**config.mk**
```make
export PLATFORM = sky130hd
export DESIGN_NAME = rgb555_screen_fade_top
export DESIGN_NICKNAME = d
export VERILOG_FILES = /design/src/hdl/rsf_pkg.sv /design/src/hdl/rsf_lane.sv /design/src/hdl/rsf_out.sv /design/src/hdl/rgb555_screen_fade_top.sv
export SDC_FILE = /design/constraint.sdc
export NUM_CORES = 1
export LEC_CHECK = 0
export ABC_AREA = 0
export BUFFER_PORTS_ARGS = -buffer_cell sky130_fd_sc_hd__buf_4
export CAP_MARGIN = 0
export CORE_MARGIN = 4
export CORE_UTILIZATION = 60
export DETAILED_ROUTE_END_ITERATION = 8
export GPL_ROUTABILITY_DRIVEN = 0
export PLACE_DENSITY = 0.86
export RECOVER_POWER = 50
export SLEW_MARGIN = 15
export SYNTH_ARGS = -nofsm -noshare
export SYNTH_HDL_FRONTEND = slang
export SYNTH_SLANG_ARGS = --single-unit
```
**constraint.sdc**
```tcl
create_clock -name clk -period 7.95 [get_ports clk]
set_input_delay 0 -clock clk [delete_from_list [all_inputs] [get_ports clk]]
set_output_delay 0 -clock clk [all_outputs]
set_load 0.05 [all_outputs]
```
**src/hdl/rsf_pkg.sv**
```systemverilog
// Shared types, codes and helpers for the RGB555 screen fade block.
`timescale 1ns / 1ps

package rsf_pkg;

  localparam logic [5:0] FULL_LEVEL = 6'd32;
  localparam int unsigned CHAN_W = 5;
  localparam int unsigned PIX_W = 15;
  localparam int unsigned CHANNELS = 3;
  localparam logic [1:0] CFG_FADE_COLOR = 2'd0;
  localparam logic [1:0] CFG_FADE_SPEED = 2'd1;
  // floor(32*d/100) = floor(d*1311 / 4096) for d below 128
  localparam logic [18:0] DEPTH_RECIP = 19'd1311;

  typedef enum logic [2:0] {
    REQ_PIXEL   = 3'd0,
    REQ_TICK    = 3'd1,
    REQ_FADE_IN = 3'd2,
    REQ_FADE_OUT = 3'd3,
    REQ_FILTER  = 3'd4,
    REQ_CANCEL  = 3'd5
  } req_t;

  typedef enum logic [1:0] {
    MODE_NONE   = 2'd0,
    MODE_IN     = 2'd1,
    MODE_OUT    = 2'd2,
    MODE_FILTER = 2'd3
  } mode_t;

  typedef enum logic [1:0] {
    SEL_ZERO  = 2'd0,
    SEL_PASS  = 2'd1,
    SEL_COLOR = 2'd2,
    SEL_BLEND = 2'd3
  } pix_sel_t;

  typedef struct packed {
    logic [5:0] level;
    logic       in_done;
    logic       out_done;
  } status_t;

  function automatic logic [5:0] depth_to_level(input logic [6:0] depth);
    logic [18:0] prod;
    logic [6:0]  lvl;
    prod = {12'd0, depth} * DEPTH_RECIP;
    lvl = prod[18:12];
    if (lvl > {1'b0, FULL_LEVEL}) begin
      lvl = {1'b0, FULL_LEVEL};
    end
    return lvl[5:0];
  endfunction

endpackage

```
**src/hdl/rsf_lane.sv**
```systemverilog
// One blend lane: mixes a single RGB555 pixel toward the fade color.
`timescale 1ns / 1ps

module rsf_lane (
  input  logic [14:0] pixel,
  input  logic [14:0] color,
  input  logic [5:0]  level,
  output logic [14:0] mixed
);
  import rsf_pkg::*;

  logic [5:0] inv_level;

  assign inv_level = FULL_LEVEL - level;

  always_comb begin
    logic [10:0] prod_c;
    logic [10:0] prod_d;
    logic [5:0]  sum;
    mixed = '0;
    for (int ch = 0; ch < CHANNELS; ch++) begin
      prod_c = {6'd0, pixel[ch*CHAN_W +: CHAN_W]} * {5'd0, level};
      prod_d = {6'd0, color[ch*CHAN_W +: CHAN_W]} * {5'd0, inv_level};
      sum = prod_c[10:5] + prod_d[10:5];
      mixed[ch*CHAN_W +: CHAN_W] = sum[4:0];
    end
  end

endmodule

```
**src/hdl/rsf_out.sv**
```systemverilog
// Merge stage: picks pair, color, blended lanes or zero and holds the output.
`timescale 1ns / 1ps

module rsf_out (
  input  logic              clk,
  input  logic              rst,
  input  logic              load,
  input  logic [14:0]       lane_hi,
  input  logic [14:0]       lane_lo,
  input  logic [31:0]       pair,
  input  logic [14:0]       color,
  input  rsf_pkg::pix_sel_t sel,
  input  rsf_pkg::status_t  stat,
  output logic              take_ready,
  output logic              m_tvalid,
  input  logic              m_tready,
  output logic [39:0]       m_tdata   // blended_pair[31:0], fade_level[37:32],
                                      // fade_in_done[38], fade_out_done[39]
);
  import rsf_pkg::*;

  logic [31:0] word;

  always_comb begin
    case (sel)
      SEL_PASS:  word = pair;
      SEL_COLOR: word = {1'b0, color, 1'b0, color};
      SEL_BLEND: word = {1'b0, lane_hi, 1'b0, lane_lo};
      default:   word = '0;
    endcase
  end

  assign take_ready = !m_tvalid || m_tready;

  always_ff @(posedge clk) begin
    if (rst) begin
      m_tvalid <= 1'b0;
    end else if (load) begin
      m_tvalid <= 1'b1;
    end else if (m_tready) begin
      m_tvalid <= 1'b0;
    end
  end

  always_ff @(posedge clk) begin
    if (load) begin
      m_tdata <= {stat.out_done, stat.in_done, stat.level, word};
    end
  end

endmodule

```
**src/hdl/rgb555_screen_fade_top.sv**
```systemverilog
// An accepted item's result is registered, valid on the master side next cycle.
// Throughput: one item per clock; a result not yet taken holds off the next item.
// Both pixel lanes and the level/mode update finish in the accepting cycle.
// Reset: level 32, mode none, done flags clear, fade color 0, fade speed 1,
// output empty.
`timescale 1ns / 1ps

module rgb555_screen_fade_top (
  input  logic        clk,
  input  logic        rst,
  input  logic        s_tvalid,
  output logic        s_tready,
  input  logic [39:0] s_tdata,   // pixel_pair[31:0], depth_percent[38:32], zero[39]
  input  logic [2:0]  s_tuser,   // req_type[2:0]
  output logic        m_tvalid,
  input  logic        m_tready,
  output logic [39:0] m_tdata,   // blended_pair[31:0], fade_level[37:32],
                                 // fade_in_done[38], fade_out_done[39]
  input  logic        cfg_valid,
  output logic        cfg_ready,
  input  logic [1:0]  cfg_index,
  input  logic [14:0] cfg_data
);
  import rsf_pkg::*;

  logic [14:0] fade_color;
  logic [5:0]  fade_speed;
  logic [5:0]  level;
  logic [5:0]  level_next;
  mode_t       mode;
  mode_t       mode_next;
  logic        in_done;
  logic        in_done_next;
  logic        out_done;
  logic        out_done_next;

  logic        s_fire;
  req_t        req;
  logic [31:0] pair;
  logic [6:0]  depth;
  logic [14:0] lane_hi;
  logic [14:0] lane_lo;
  pix_sel_t    sel;
  status_t     stat;
  logic [6:0]  up_sum;

  assign req    = req_t'(s_tuser);
  assign pair   = s_tdata[31:0];
  assign depth  = s_tdata[38:32];
  assign s_fire = s_tvalid && s_tready;
  assign cfg_ready = 1'b1;
  assign up_sum = {1'b0, level} + {1'b0, fade_speed};

  always_ff @(posedge clk) begin
    if (rst) begin
      fade_color <= '0;
      fade_speed <= 6'd1;
    end else if (cfg_valid) begin
      case (cfg_index)
        CFG_FADE_COLOR: fade_color <= cfg_data;
        CFG_FADE_SPEED: fade_speed <= cfg_data[5:0];
        default: ;
      endcase
    end
  end

  always_comb begin
    level_next    = level;
    mode_next     = mode;
    in_done_next  = in_done;
    out_done_next = out_done;
    sel           = SEL_ZERO;
    stat.in_done  = 1'b0;
    stat.out_done = 1'b0;
    case (req)
      REQ_PIXEL: begin
        if (mode == MODE_NONE) begin
          sel = SEL_PASS;
        end else if (level[5]) begin
          sel = SEL_PASS;
          if (mode == MODE_IN) begin
            in_done_next = 1'b1;
          end
        end else if (level == 6'd0) begin
          sel = SEL_COLOR;
          if (mode == MODE_OUT) begin
            out_done_next = 1'b1;
          end
        end else begin
          sel = SEL_BLEND;
        end
      end
      REQ_TICK: begin
        stat.in_done  = in_done || (mode == MODE_IN && level[5]);
        stat.out_done = out_done || (mode == MODE_OUT && level == 6'd0);
        if (mode == MODE_IN) begin
          level_next = (up_sum > {1'b0, FULL_LEVEL}) ? FULL_LEVEL : up_sum[5:0];
        end else if (mode == MODE_OUT) begin
          level_next = (level > fade_speed) ? level - fade_speed : 6'd0;
        end
        in_done_next  = 1'b0;
        out_done_next = 1'b0;
      end
      REQ_FADE_IN: begin
        level_next    = 6'd0;
        mode_next     = MODE_IN;
        out_done_next = 1'b0;
      end
      REQ_FADE_OUT: begin
        level_next   = FULL_LEVEL;
        mode_next    = MODE_OUT;
        in_done_next = 1'b0;
      end
      REQ_FILTER: begin
        level_next   = depth_to_level(depth);
        mode_next    = MODE_FILTER;
        in_done_next = 1'b0;
      end
      REQ_CANCEL: begin
        mode_next    = MODE_NONE;
        in_done_next = 1'b0;
      end
      default: ;
    endcase
    stat.level = level_next;
  end

  always_ff @(posedge clk) begin
    if (rst) begin
      level    <= FULL_LEVEL;
      mode     <= MODE_NONE;
      in_done  <= 1'b0;
      out_done <= 1'b0;
    end else if (s_fire) begin
      level    <= level_next;
      mode     <= mode_next;
      in_done  <= in_done_next;
      out_done <= out_done_next;
    end
  end

  rsf_lane u_lane_hi (
    .pixel (pair[30:16]),
    .color (fade_color),
    .level (level),
    .mixed (lane_hi)
  );

  rsf_lane u_lane_lo (
    .pixel (pair[14:0]),
    .color (fade_color),
    .level (level),
    .mixed (lane_lo)
  );

  rsf_out u_out (
    .clk        (clk),
    .rst        (rst),
    .load       (s_fire),
    .lane_hi    (lane_hi),
    .lane_lo    (lane_lo),
    .pair       (pair),
    .color      (fade_color),
    .sel        (sel),
    .stat       (stat),
    .take_ready (s_tready),
    .m_tvalid   (m_tvalid),
    .m_tready   (m_tready),
    .m_tdata    (m_tdata)
  );

  a_level_range: assert property (@(posedge clk) disable iff (rst)
    level <= FULL_LEVEL)
    else $error("fade level above full scale");

  a_tick_clears: assert property (@(posedge clk) disable iff (rst)
    s_fire && req == REQ_TICK |=> !in_done && !out_done)
    else $error("done flags not cleared after tick");

  a_fade_in_start: assert property (@(posedge clk) disable iff (rst)
    s_fire && req == REQ_FADE_IN |=> level == 6'd0 && mode == MODE_IN)
    else $error("fade in did not start at level zero");

  a_result_follows: assert property (@(posedge clk) disable iff (rst)
    s_fire |=> m_tvalid && m_tdata[37:32] == $past(level_next))
    else $error("result item missing or wrong level");

endmodule

```
After elaboration in Yosys (flattened, before gate mapping)
Cells that the tools add are included.
{"block": "word_totals", "out_inout_bits": 43, "word_cells": 93, "regBits": 72, "inputBits": 65}
{"block": "classes", "addsub": 9, "n_reduce_logical": 22, "mul": 10, "n_lt_le_gt_ge": 3, "eq_ne": 17, "mux": 23}
{"operator": "32-bit one-hot mux with 3 select lines", "count": 1}
{"operator": "5-bit by 6-bit multiplier with 10-bit output", "count": 9}
{"operator": "5-bit adder", "count": 6}
{"operator": "6-bit 2-to-1 mux", "count": 5}
{"operator": "6-bit one-hot mux with 4 select lines", "count": 1}
{"operator": "7-bit by 11-bit multiplier with 18-bit output, second input constant", "count": 1}
{"operator": "2-bit inequality test, second input constant", "count": 6}
{"operator": "1-bit 2-to-1 mux", "count": 10}
{"operator": "2-bit one-hot mux with 4 select lines", "count": 1}
{"operator": "6-bit by 6-bit adder with 7-bit output", "count": 1}
{"operator": "7-bit by 6-bit > comparator with 1-bit output, second input constant", "count": 1}
{"operator": "2-bit by 1-bit equality test with 1-bit output, second input constant", "count": 3}
{"operator": "2-bit equality test, second input constant", "count": 3}
{"operator": "3-bit by 2-bit equality test with 1-bit output, second input constant", "count": 2}
{"operator": "3-bit equality test, second input constant", "count": 2}
{"operator": "6-bit > comparator", "count": 1}
{"operator": "6-bit > comparator, second input constant", "count": 1}
{"operator": "6-bit zero test", "count": 1}
{"operator": "2-bit 2-to-1 mux", "count": 3}
{"operator": "2-bit AND reduction", "count": 3}
{"operator": "6-bit AND reduction", "count": 1}
{"operator": "2-bit nonzero test", "count": 3}
{"operator": "6-bit subtractor", "count": 1}
{"operator": "6-bit subtractor, first input constant", "count": 1}
{"operator": "other kinds (11)", "count": 17}

Logic depth before layout (Yosys ltp)
Gate-level depths: netlist (run 1).
{"block": "depth", "depth_word": 7, "mapped_depth": 28, "depth_no_buf": 23}

Hierarchy
Synthesis (run 1) repeated with hierarchy kept, for this count alone.
{"block": "unflattened", "hier_cells": 1779, "area_unflattened_um2": 15775.1}
{"module": "rsf_lane at u_lane_hi", "cells_per_inst": 617, "area_each_um2": 5142.4, "instances": 1, "seq_area_each_um2": 0.0}
{"module": "rsf_lane at u_lane_lo", "cells_per_inst": 621, "area_each_um2": 5126.2, "instances": 1, "seq_area_each_um2": 0.0}
{"module": "rgb555_screen_fade_top", "cells_per_inst": 424, "area_each_um2": 3447.1, "instances": 1, "seq_area_each_um2": 620.6}
{"module": "rsf_out", "cells_per_inst": 117, "area_each_um2": 2059.5, "instances": 1, "seq_area_each_um2": 1221.2}

Worst setup path after synthesis (run 1)
OpenSTA, ideal clock, no wires.
{"block": "synth_timing", "path_type": "flip-flop to flip-flop", "from": "reg level[0]", "to": "reg u_out.m_tdata[25], data pin", "path_buffers": 5, "setup_ps": 271, "period_less_slack_ps": 6018, "slack_ps": 1932, "stages_incl_launch_ff": 28, "t_arrival_ps": 5746, "required_ps": 7679, "cell_sequence": "dfxtp_1 > buf_6 > buf_2 > clkbuf_1 > clkbuf_1 > inv_1 > ha_1 > xnor2_1 > clkbuf_1 > and2_1 > fa_1 > inv_1 > fa_1 > fa_1 > inv_1 > ha_1 > nand4_1 > o2111ai_2 > xor2_1 > inv_1 > fa_1 > inv_1 > a21o_1 > a21oi_1 > xnor2_1 > xnor2_1 > xnor2_1 > o22ai_1"}
{"block": "synth_between", "elab_chain_len": 7, "word_cells_on_any_way": 13, "cone_classes": "2 x add/sub; 2 x mul; 3 x eq/ne; 5 x mux; 1 x reduce/logical"}
{"element": "start, declared", "line": "rgb555_screen_fade_top.sv:28", "source": "logic [5:0] level;"}
{"element": "start signal, assigned", "line": "rgb555_screen_fade_top.sv:135", "source": "level <= level_next;"}
{"element": "branches (longest 6 deep; another with 5-bit by 6-bit multiplier with 10-bit output)"}
{"element": "32-bit one-hot mux with 3 select lines (*)", "line": "rsf_out.sv:25", "source": "case (sel)"}
{"element": "via u_out.word[25]", "line": "rsf_out.sv:22", "source": "logic [31:0] word;"}
{"element": "end signal, assigned", "line": "rsf_out.sv:47", "source": "m_tdata <= {stat.out_done, stat.in_done, stat.level, word};"}
{"element": "end, declared", "line": "rsf_out.sv:17", "source": "output logic [39:0] m_tdata"}
Mark *: on every way through the listed nets, which the timed path passes.
A chain may end at the register's enable or synchronous reset.

Final worst setup path (run 1)
Ends and elaborated chain as after synthesis.

==> results.md, run 1 <==
* Die area at 23,900 um^2
* Antenna violations before repair at 0
* Htree depth at 3
* Core area at 21,100 um^2
* Initial Util at 0.611
* Synth top area cells: ha_1, fa_1, edfxtp_1
* Kind of critical path: reg2reg
* # hold bufs at CTS at 20
* Worst-margin pin slew at 2.06 ns
* Total GRT Usage at 0.273
* CP Capture Type: flip-flop
* Relative slew slack at -0.376
* Pleak at 7.12 nW
* Min-Delay Path Class: in2reg
* Sequential Power Share at 0.241
* Post-synth ARST share at 0
* Critical path launch point type: flip-flop
* Outcome: finished, violations left
* Die H at 154 um
* Post-DP HPWL at 24,100 um
* Antenna-violating nets left at 0
* Number of synthesized flops with an enable pin at 40
* DR vias/cell at 5.83
* Sw Pwr at 0.000784 W
* Max clock buf depth at 2
* CTS tree: built
* Clock skew at 0.00626 ns
* Die Span X at 154 um
* Fill cells at 1,686
* CP max FO at 43
* Final global-route overflow total at 0
* Worst path bufs/invs at 6
* Mapped Cells at 1,514
* Combinational power share at 0.539
* Clk pwr share at 0.220
* Final period utilization at 0.745
* # diodes at 0
* CTS root buffer: clkbuf_16
* Io pins at 108
* CTS Sinks at 72
* Fin. max-slew vios at 105
* First-pass GRT wire length at 53,700 um
* Unrepaired setup endpoints after global routing: no
* Total length of routed wires at 31,600 um
* Synth-to-Final Area Change at 9.99%
* Fmax at 169 MHz
* Family with the most delay on the worst path: adder cells
* Vias at 11,000
* Avg Inst Size Synth at 8.50 um^2
* Iter 0 DRT Violations at 676
* Layout cells sized above 1 at 0.0678
* Internal Power at 0.00102 W
* MaxCap Viol Count at 3
* Cell Area, Synth at 12,900 um^2
* Final net count at 2,009
* Violated checks: max-capacitance violations, max-slew violations
* IO Port Bufs at 105
* CTS clock-pin slew for the worst setup and hold paths at 0.06 ns
* Crit path DAT at 5.97 ns
* Rows at 53
* Post-CTS Setup Bufs at 0
* Number of global-route vias before repair at 11,400
* Number of synthesized register bits at 72
* Max incr delay on CP at 0.54 ns
* Register area share after synthesis at 0.143
* Worst skew pair latency at 0.35 ns
* Final setup fails at 0
* PwrDens at 127 nW/um^2
* Top-area cell type share of the netlist area at 0.224
* Switching share of power at 0.435
* Minimum clock period at 5.92 ns
* Syn Nets at 1,921
* DRC at 0
* CP max-delay cell: fa_1
* Largest net degree at the start of global routing at 44
* Num CTS Buffers at 9
* WL/cell at 16.8 um
* Count of final hold-check violations at 0
* Ys flop type: edfxtp_1
* Cell taking the most area after synthesis: ha_1
* Post_cts resized at 0
* Unique masters post-synth at 66
* Router iterations before antenna repair at 6
* Data required, critical path at 8.00 ns
* Tot Pwr at 0.00180 W
* Synth warn at 0
* Worst-path cell chain: buf_4 -> nor3_4 -> xnor2_1 -> buf_4 -> and2_1 -> fa_1 -> inv_1 -> fa_1 -> fa_1 -> inv_1 -> ha_1 -> nand4_1 -> o2111ai_2 -> xor2_1 -> inv_1 -> fa_1 -> inv_1 -> a21o_1 -> a21oi_1 -> xnor2_1 -> xnor2_1 -> xnor2_1 -> o22ai_1
* VDD IR max at 0.000111 V
* Final setup TNS at 0 ns
per-layer routing:
| layer | wire, um | track usage | share of wire |
|---|---|---|---|
| met5 | 0 | 0 | 0 |
| met1 | 12500 | 0.343 | 0.40 |
| met3 | 2560 | 0.0420 | 0.081 |
| met2 | 15300 | 0.472 | 0.48 |
| met4 | 1200 | 0.106 | 0.038 |
cells in the final DEF (no fill, tap or decap), types with 44 or more instances in the layout:
master / synthesis / layout
ha_1: 231 / 231
nand2_1: 210 / 210
inv_1: 202 / 202
and2_1: 123 / 123
fa_1: 111 / 111
buf_4: 1 / 73
a21oi_1: 72 / 72
nor2_1: 71 / 70
xnor2_1: 59 / 59
clkbuf_1: 51 / 44
cell families after synthesis:
| kind of cell | synth area share |
|---|---|
| muxes | 0.00583 |
| buffers and inverters | 0.0784 |
| AOI/OAI and AO/OA | 0.113 |
| other | 0.000291 |
| and+or+nand+nor | 0.189 |
| adders and majority gates | 0.400 |
| DFF | 0.143 |
| xor gates and xnor gates | 0.0695 |
through the flow:
step	setup WS, ns	hold slack (ns)	cells	util	area, um^2
floorplan	1.93	0.129	1514	-	12900
global placement	2.23	0.245	1846	0.657	13800
detailed placement	2.03	0.254	1846	0.657	13800
CTS	2.04	0.0190	1882	0.679	14300
global route	1.72	0.0465	1882	0.672	14200
finish	2.03	0.0273	1882	0.672	14200
tightest hold or removal path, delay by kind of cell:
family	cells	cell delay (ns)
buf+inv	1	0.12
simple gates	1	0.08
mux	1	0.07
cells in the mapped netlist, types with 8 or more instances:
library cell  instances
a211oi_1             16
xor2_1               31
clkbuf_1             51
inv_1               202
nand4_1              20
nor3_1               17
a21oi_1              72
edfxtp_1             40
and2_1              123
o211ai_1             12
nand3_1              23
a31oi_1              11
ha_1                231
a21o_1               19
xnor2_1              59
o21ai_0              40
nor2_1               71
nand2_1             210
fa_1                111
dfxtp_1              32
nor2b_1               8
o21bai_1             12
flip-flops by register name (all words and copies together), names as in the netlist:
name            count
out_done            1
level               6
u_out.m_tvalid      1
fade_speed          6
fade_color         15
in_done             1
mode                2
u_out.m_tdata      40
power by group through the flow:
stage	Clock, W	Sequential [W]	Combinational [W]
after CTS	0.000399	0.000433	0.000980
after global placement	0	0.000440	0.000915
after floorplan	0	0.000480	0.000677
after detailed placement	0	0.000441	0.000960
final	0.000396	0.000434	0.000971
after global routing	0.000414	0.000436	0.00110
area by class of cell:
type | count | area, um^2 | area share
tap | 275 | 344 | 0.0243
multi-input combinational | 1180 | 10000 | 0.708
clock buffer | 9 | 225 | 0.0159
clock inverter | 7 | 52.6 | 0.00371
inverter | 202 | 758 | 0.0535
timing repair buffer | 137 | 913 | 0.0645
sequential | 72 | 1840 | 0.130
path summary, 6_finish.rpt:
check / start / end / slack (ns) / cells after the start
hold / removal: s_tdata[11] / u_out.m_tdata[11]$_DFFE_PP_ / 0.03 / 3
setup reg to reg: level[0]$_SDFFE_PP0P_ / u_out.m_tdata[25]$_DFFE_PP_ / 2.03 / 23
hold reg to reg: in_done$_SDFFE_PP0P_ / in_done$_SDFFE_PP0P_ / 0.51 / 2
setup / recovery: level[0]$_SDFFE_PP0P_ / u_out.m_tdata[25]$_DFFE_PP_ / 2.03 / 23
Note: power is estimated with default switching activity, not from simulation.
==> run 2: changes to the inputs <==
Clock period 7.95 ns to 6 ns, I/O delays scaled along.
==> run 2 against run 1 <==
  * The flow still finishes with violations (max-capacitance violations, max-slew violations)
  * Register-to-register slack worse by 1.7 ns
  * Sequential power increased by 33%
  * Routed wire length up 4.9%
  * Cell area up 0.55%
  * Critical path depth is the same
  * Global-route usage increased by 1.1 points
  * Sequential cell count unchanged
  * Maximum frequency is 4.8% higher
  * Utilization grew 0.37 points
  * Critical path type unchanged
==> results.md, run 2 (synthesized netlist as in run 1, its figures left out) <==
* Iter 0 DRT Violations at 793
* Reg-to-Reg End: u_out.m_tdata[25]$_DFFE_PP_
* Violated checks: max-capacitance violations, max-slew violations
* CP Capture Type: flip-flop
* First-pass GRT wire length at 55,300 um
* Number of global-route vias before repair at 11,600
* Dpl cells at 1,852
* Biggest register: u_out.m_tdata
* GRT met2 Usage at 0.490
* Post-CTS Setup Bufs at 0
* Most common cell after layout, fill and taps aside: ha_1
* Min setup slack post-route at 0.354 ns
* Count of final hold-check violations at 0
* Num CTS Buffers at 9
* Outcome: finished, violations left
* VDD IR max at 0.000153 V
* Clock skew at 0.00813 ns
* Worst-margin pin slew at 2.09 ns
* Tot Pwr at 0.00245 W
* Io pins at 108
* CP max FO at 15
* Cell mode on critical path: inv_1
* Post-DP HPWL at 25,100 um
* Data required, critical path at 6.09 ns
* Place WS at 0.288 ns
* Final net count at 2,014
* Pleak at 7.16 nW
* Unrepaired setup endpoints after global routing: no
* Final setup fails at 0
* Htree depth at 3
* Kind of critical path: reg2reg
* Router iterations before antenna repair at 5
* Worst-path cell chain: inv_1 -> ha_1 -> xnor2_1 -> buf_4 -> and2_1 -> fa_1 -> inv_1 -> fa_1 -> fa_1 -> inv_1 -> ha_1 -> nand4_1 -> o2111ai_2 -> xor2_2 -> inv_1 -> fa_1 -> inv_1 -> a21o_1 -> a21oi_1 -> xnor2_1 -> xnor2_1 -> xnor2_1 -> o22ai_1
* Worst hold start: s_tuser[0]
* # diodes at 0
* Fmax at 177 MHz
* Final period utilization at 0.941
* CTS clock-pin slew for the worst setup and hold paths at 0.07 ns
* Antenna-violating nets left at 0
* CP max-delay cell: fa_1
* Final global-route overflow total at 0
* Largest register FFs at 40
* Rows at 53
* IO Port Bufs at 105
* Fill cells at 1,688
* CTS tree: built
* Met3 Usage GRT at 0.0551
* Max clock buf depth at 2
* Total length of routed wires at 33,200 um
* CTS root buffer: clkbuf_16
* Minimum clock period at 5.65 ns
* Synth-to-Final Area Change at 10.6%
* Fin. max-slew vios at 105
* WHS Endpoint: in_done$_SDFFE_PP0P_
* Hold slack final at 0.00608 ns
* Largest net degree at the start of global routing at 44
* Crit path DAT at 5.74 ns
* Hold Crit Depth at 4
* WL/cell at 17.6 um
* PwrDens at 172 nW/um^2
* Reg2Reg Depth at 23
* DRC at 0
* Die H at 154 um
* M1 GR Usage at 0.343
* Layout cells sized above 1 at 0.0720
* Total GRT Usage at 0.283
* Critical path launch point type: flip-flop
* Vias at 11,100
* DR vias/cell at 5.88
* Core area at 21,100 um^2
* Final setup TNS at 0 ns
* Finished Layout Cells at 1,887
* Critical R2R Launch: level[0]$_SDFFE_PP0P_
* R2r setup slk at 0.35 ns
* Most frequent cells in the layout: ha_1, nand2_1, inv_1
* Die area at 23,900 um^2
* Relative slew slack at -0.392
* Die Span X at 154 um
* Max incr delay on CP at 0.56 ns
* CTS Sinks at 72
* Most used routing layer: met2
* Worst skew pair latency at 0.36 ns
* MaxCap Viol Count at 3
* Initial Util at 0.611
* Biggest regs: u_out.m_tdata x40, fade_color x15
* Min-Delay Path Class: in2reg
* Antenna violations before repair at 0
==> run 2: cell count changes in the layout (fill, tap and decap cells not counted), sizes merged <==
cell	before	now
dlygate4sd3	20	19
clkinv	3	0
buf	73	79
clkbuf	53	56
==> run 2: cell type report <==
cell class,count,area (um^2),share of cell area
flip-flops and latches,72,1840,0.129
well taps,275,344,0.0242
inverters,202,758,0.0532
clock buffers,12,268,0.0188
clock inverters,4,32.5,0.00228
multi-input cells,1180,10000,0.705
repair buffers,142,961,0.0675
==> run 2: routing by layer <==
metal / share of wire / wire [um]
met1: 0.38 / 12700
met2: 0.49 / 16300
met3: 0.087 / 2880
met4: 0.040 / 1340
met5: 0 / 0
==> run 2: worst max-delay path by stage <==
stage	cells past startpoint	slack [ns]	end	startpoint
finish	23	0.35	u_out.m_tdata[25]$_DFFE_PP_	level[0]$_SDFFE_PP0P_
global route	23	0.05	u_out.m_tdata[25]$_DFFE_PP_	level[0]$_SDFFE_PP0P_
CTS	23	0.28	u_out.m_tdata[25]$_DFFE_PP_	level[0]$_SDFFE_PP0P_
detailed placement	23	0.29	u_out.m_tdata[25]$_DFFE_PP_	level[0]$_SDFFE_PP0P_
global placement	23	0.51	u_out.m_tdata[25]$_DFFE_PP_	level[0]$_SDFFE_PP0P_
floorplan	26	0.06	u_out.m_tdata[25]$_DFFE_PP_	level[1]$_SDFFE_PP0P_
==> run 2: repair_timing <==
action                     in CTS  in global routing
hold buffers                   19                  0
hold endpoints to repair       24                  0
setup endpoints to repair       0                  1
resized for setup               0                  1
==> run 2: through the flow <==
step / cell area, um^2 / util
after floorplan: 12900 / -
after global placement: 13900 / 0.659
after detailed placement: 13900 / 0.659
after CTS: 14400 / 0.683
after global routing: 14200 / 0.675
final: 14200 / 0.675
==> run 2: critical path, delay by kind of cell, from the launching register on <==
family | cells | cell delay [ns]
flops | 1 | 0.40
fa+ha+maj | 6 | 2.61
xor+xnor | 5 | 0.87
buf+inv | 6 | 0.60
simple gates | 2 | 0.30
compound gates | 4 | 0.60
==> run 2: report_power, final <==
part	internal [W]	switching, W	leakage, nW
sequential	0.000551	0.0000251	0.666
combinational	0.000523	0.000791	6.35
clock	0.000322	0.000242	0.150
total	0.00140	0.00106	7.16
==> run 3: changes to the inputs <==
Settings changed: BUFFER_PORTS_ARGS -buffer_cell sky130_fd_sc_hd__buf_4 to -buffer_cell sky130_fd_sc_hd__buf_2, CORE_UTILIZATION 60 to 40, PLACE_DENSITY 0.86 to 0.63.
==> run 3 against run 2 <==
  * The run still ends with max-capacitance violations, max-slew violations left
  * Critical path type unchanged
  * Cell count rose by 6.7%
  * Clock skew up 0.0052 ns
  * Worst setup slack improved by 0.11 ns
  * Largest cell class unchanged
  * Critical path depth is 1 lower
==> results.md, run 3 (synthesized netlist as in run 1, its figures left out) <==
* Total GRT Usage at 0.192
* Minimum clock period at 5.54 ns
* CP max FO at 15
* Worst path bufs/invs at 6
* Violated checks: max-capacitance violations, max-slew violations
* Pleak at 7.13 nW
* Die area at 35,100 um^2
* CTS clock-pin slew for the worst setup and hold paths at 0.06 ns
* Outcome: finished, violations left
* Fmax at 181 MHz
* Worst skew pair latency at 0.37 ns
* Htree depth at 3
* Total length of routed wires at 33,000 um
* Num CTS Buffers at 9
* CP max-delay cell: fa_1
* Die Span X at 187 um
* IO Port Bufs at 105
* Biggest regs: u_out.m_tdata x40, fade_color x15
* VDD IR max at 0.000146 V
* Met2 WL at 15,700 um
* Data required, critical path at 6.21 ns
* Count of final hold-check violations at 0
* Max incr delay on CP at 0.54 ns
* Largest net degree at the start of global routing at 44
* Initial Util at 0.407
* DRC at 0
* Top layer in use: met5
* PwrDens at 171 nW/um^2
* Post-DP HPWL at 25,500 um
* CTS root buffer: clkbuf_16
* CTS Sinks at 72
* Final setup TNS at 0 ns
* First-pass GRT wire length at 54,900 um
* Core area at 31,600 um^2
* Kind of critical path: reg2reg
* Rows at 65
* Final global-route overflow total at 0
* CTS tree: built
* Worst-margin pin slew at 2.02 ns
* Router iterations before antenna repair at 5
* Worst-path cell chain: inv_1 -> ha_1 -> xnor2_1 -> buf_4 -> and2_1 -> fa_1 -> inv_1 -> fa_1 -> fa_1 -> inv_1 -> ha_1 -> nand4_1 -> o2111ai_2 -> xor2_1 -> inv_1 -> fa_1 -> inv_1 -> a21o_1 -> a21oi_1 -> xnor2_1 -> xnor3_1 -> o22ai_1
* Layout cells sized above 1 at 0.0720
* Min-Delay Path Class: in2reg
* Iter 0 DRT Violations at 547
* Crit path DAT at 5.75 ns
* Max clock buf depth at 2
* Final net count at 2,014
* Final period utilization at 0.923
* MaxCap Viol Count at 3
* Cell mode on critical path: inv_1
* Clock skew at 0.0133 ns
* Fin. max-slew vios at 80
* Biggest register: u_out.m_tdata
* DR vias/cell at 5.28
* Io pins at 108
* WL/cell at 16.4 um
* Wl on met1 at 15,000 um
* Post-CTS Setup Bufs at 0
* Antenna violations before repair at 1
* Most frequent cells in the layout: ha_1, nand2_1, inv_1
* Met3 wire length at 1600 um
* Finished Layout Cells at 2,014
* Synth-to-Final Area Change at 11.0%
* Most common cell after layout, fill and taps aside: ha_1
* Vias at 10,600
* CP Capture Type: flip-flop
* Largest register FFs at 40
* Family with the most delay on the worst path: adder cells
* Critical path launch point type: flip-flop
* Relative slew slack at -0.345
* Die H at 187 um
* Number of global-route vias before repair at 10,700
* # diodes at 0
* Hold slack final at 0.0137 ns
* Antenna-violating nets left at 0
* Dpl cells at 1,979
* Unrepaired setup endpoints after global routing: no
* Final setup fails at 0
==> run 3: cell types whose count changed in the layout (fill, tap and decap cells not counted), sizes merged <==
cell,change
inv,-1
clkbuf,+1
==> run 3: timing repair <==
item / in CTS / in global routing
resized for setup: 0 / 1
hold buffers: 19 / 0
hold endpoints to repair: 24 / 0
endpoints found under the setup margin: 0 / 1
==> run 3: power breakdown <==
group          internal (W)  leakage, nW  switching [W]
Clock              0.000359        0.163       0.000237
Sequential         0.000552        0.666      0.0000237
Combinational      0.000508         6.30       0.000771
==> run 3: routing by layer <==
metal	track usage	vias to the layer above
li1	-	5188
met5	0	-
met4	0.0452	2
met2	0.328	240
met3	0.0304	33
met1	0.256	5180
==> run 3: path summary, 6_finish.rpt <==
path                         start                     endpoint  slack (ns)  depth (start not counted)
max          level[0]$_SDFFE_PP0P_  u_out.m_tdata[20]$_DFFE_PP_        0.46                         22
min reg2reg   in_done$_SDFFE_PP0P_         in_done$_SDFFE_PP0P_        0.51                          2
max reg2reg  level[0]$_SDFFE_PP0P_  u_out.m_tdata[20]$_DFFE_PP_        0.46                         22
min                     s_tuser[0]         in_done$_SDFFE_PP0P_        0.01                          4
==> run 3: per-stage QoR <==
| step | power [W] | utilization | worst slack, ns | instance area, um^2 |
|---|---|---|---|---|
| finish | 0.00245 | 0.452 | 0.461 | 14300 |
| global route | 0.00268 | 0.452 | 0.0676 | 14300 |
| CTS | 0.00248 | 0.454 | 0.412 | 14400 |
| detailed placement | 0.00186 | 0.437 | 0.423 | 13800 |
| global placement | 0.00182 | 0.437 | 0.472 | 13800 |
| floorplan | 0.00153 | - | 0.0640 | 12900 |
==> run 3: layout make-up <==
type / instances / area, um^2
multi-input cells: 1180 / 10000
clock buffers: 13 / 304
fillers: 3130 / 17300
flip-flops and latches: 72 / 1840
repair buffers: 142 / 833
well taps: 402 / 503
inverters: 202 / 758
clock inverters: 3 / 23.8
==> run 3: worst reg2reg max path, delay by kind of cell, from the launching register on <==
kind                       cells  cell delay, ns
xor gates and xnor gates       4            0.85
adders and majority gates      6            2.60
DFF                            1            0.41
buffers and inverters          6            0.61
AOI/OAI and AO/OA              4            0.59
and+or+nand+nor                2            0.30
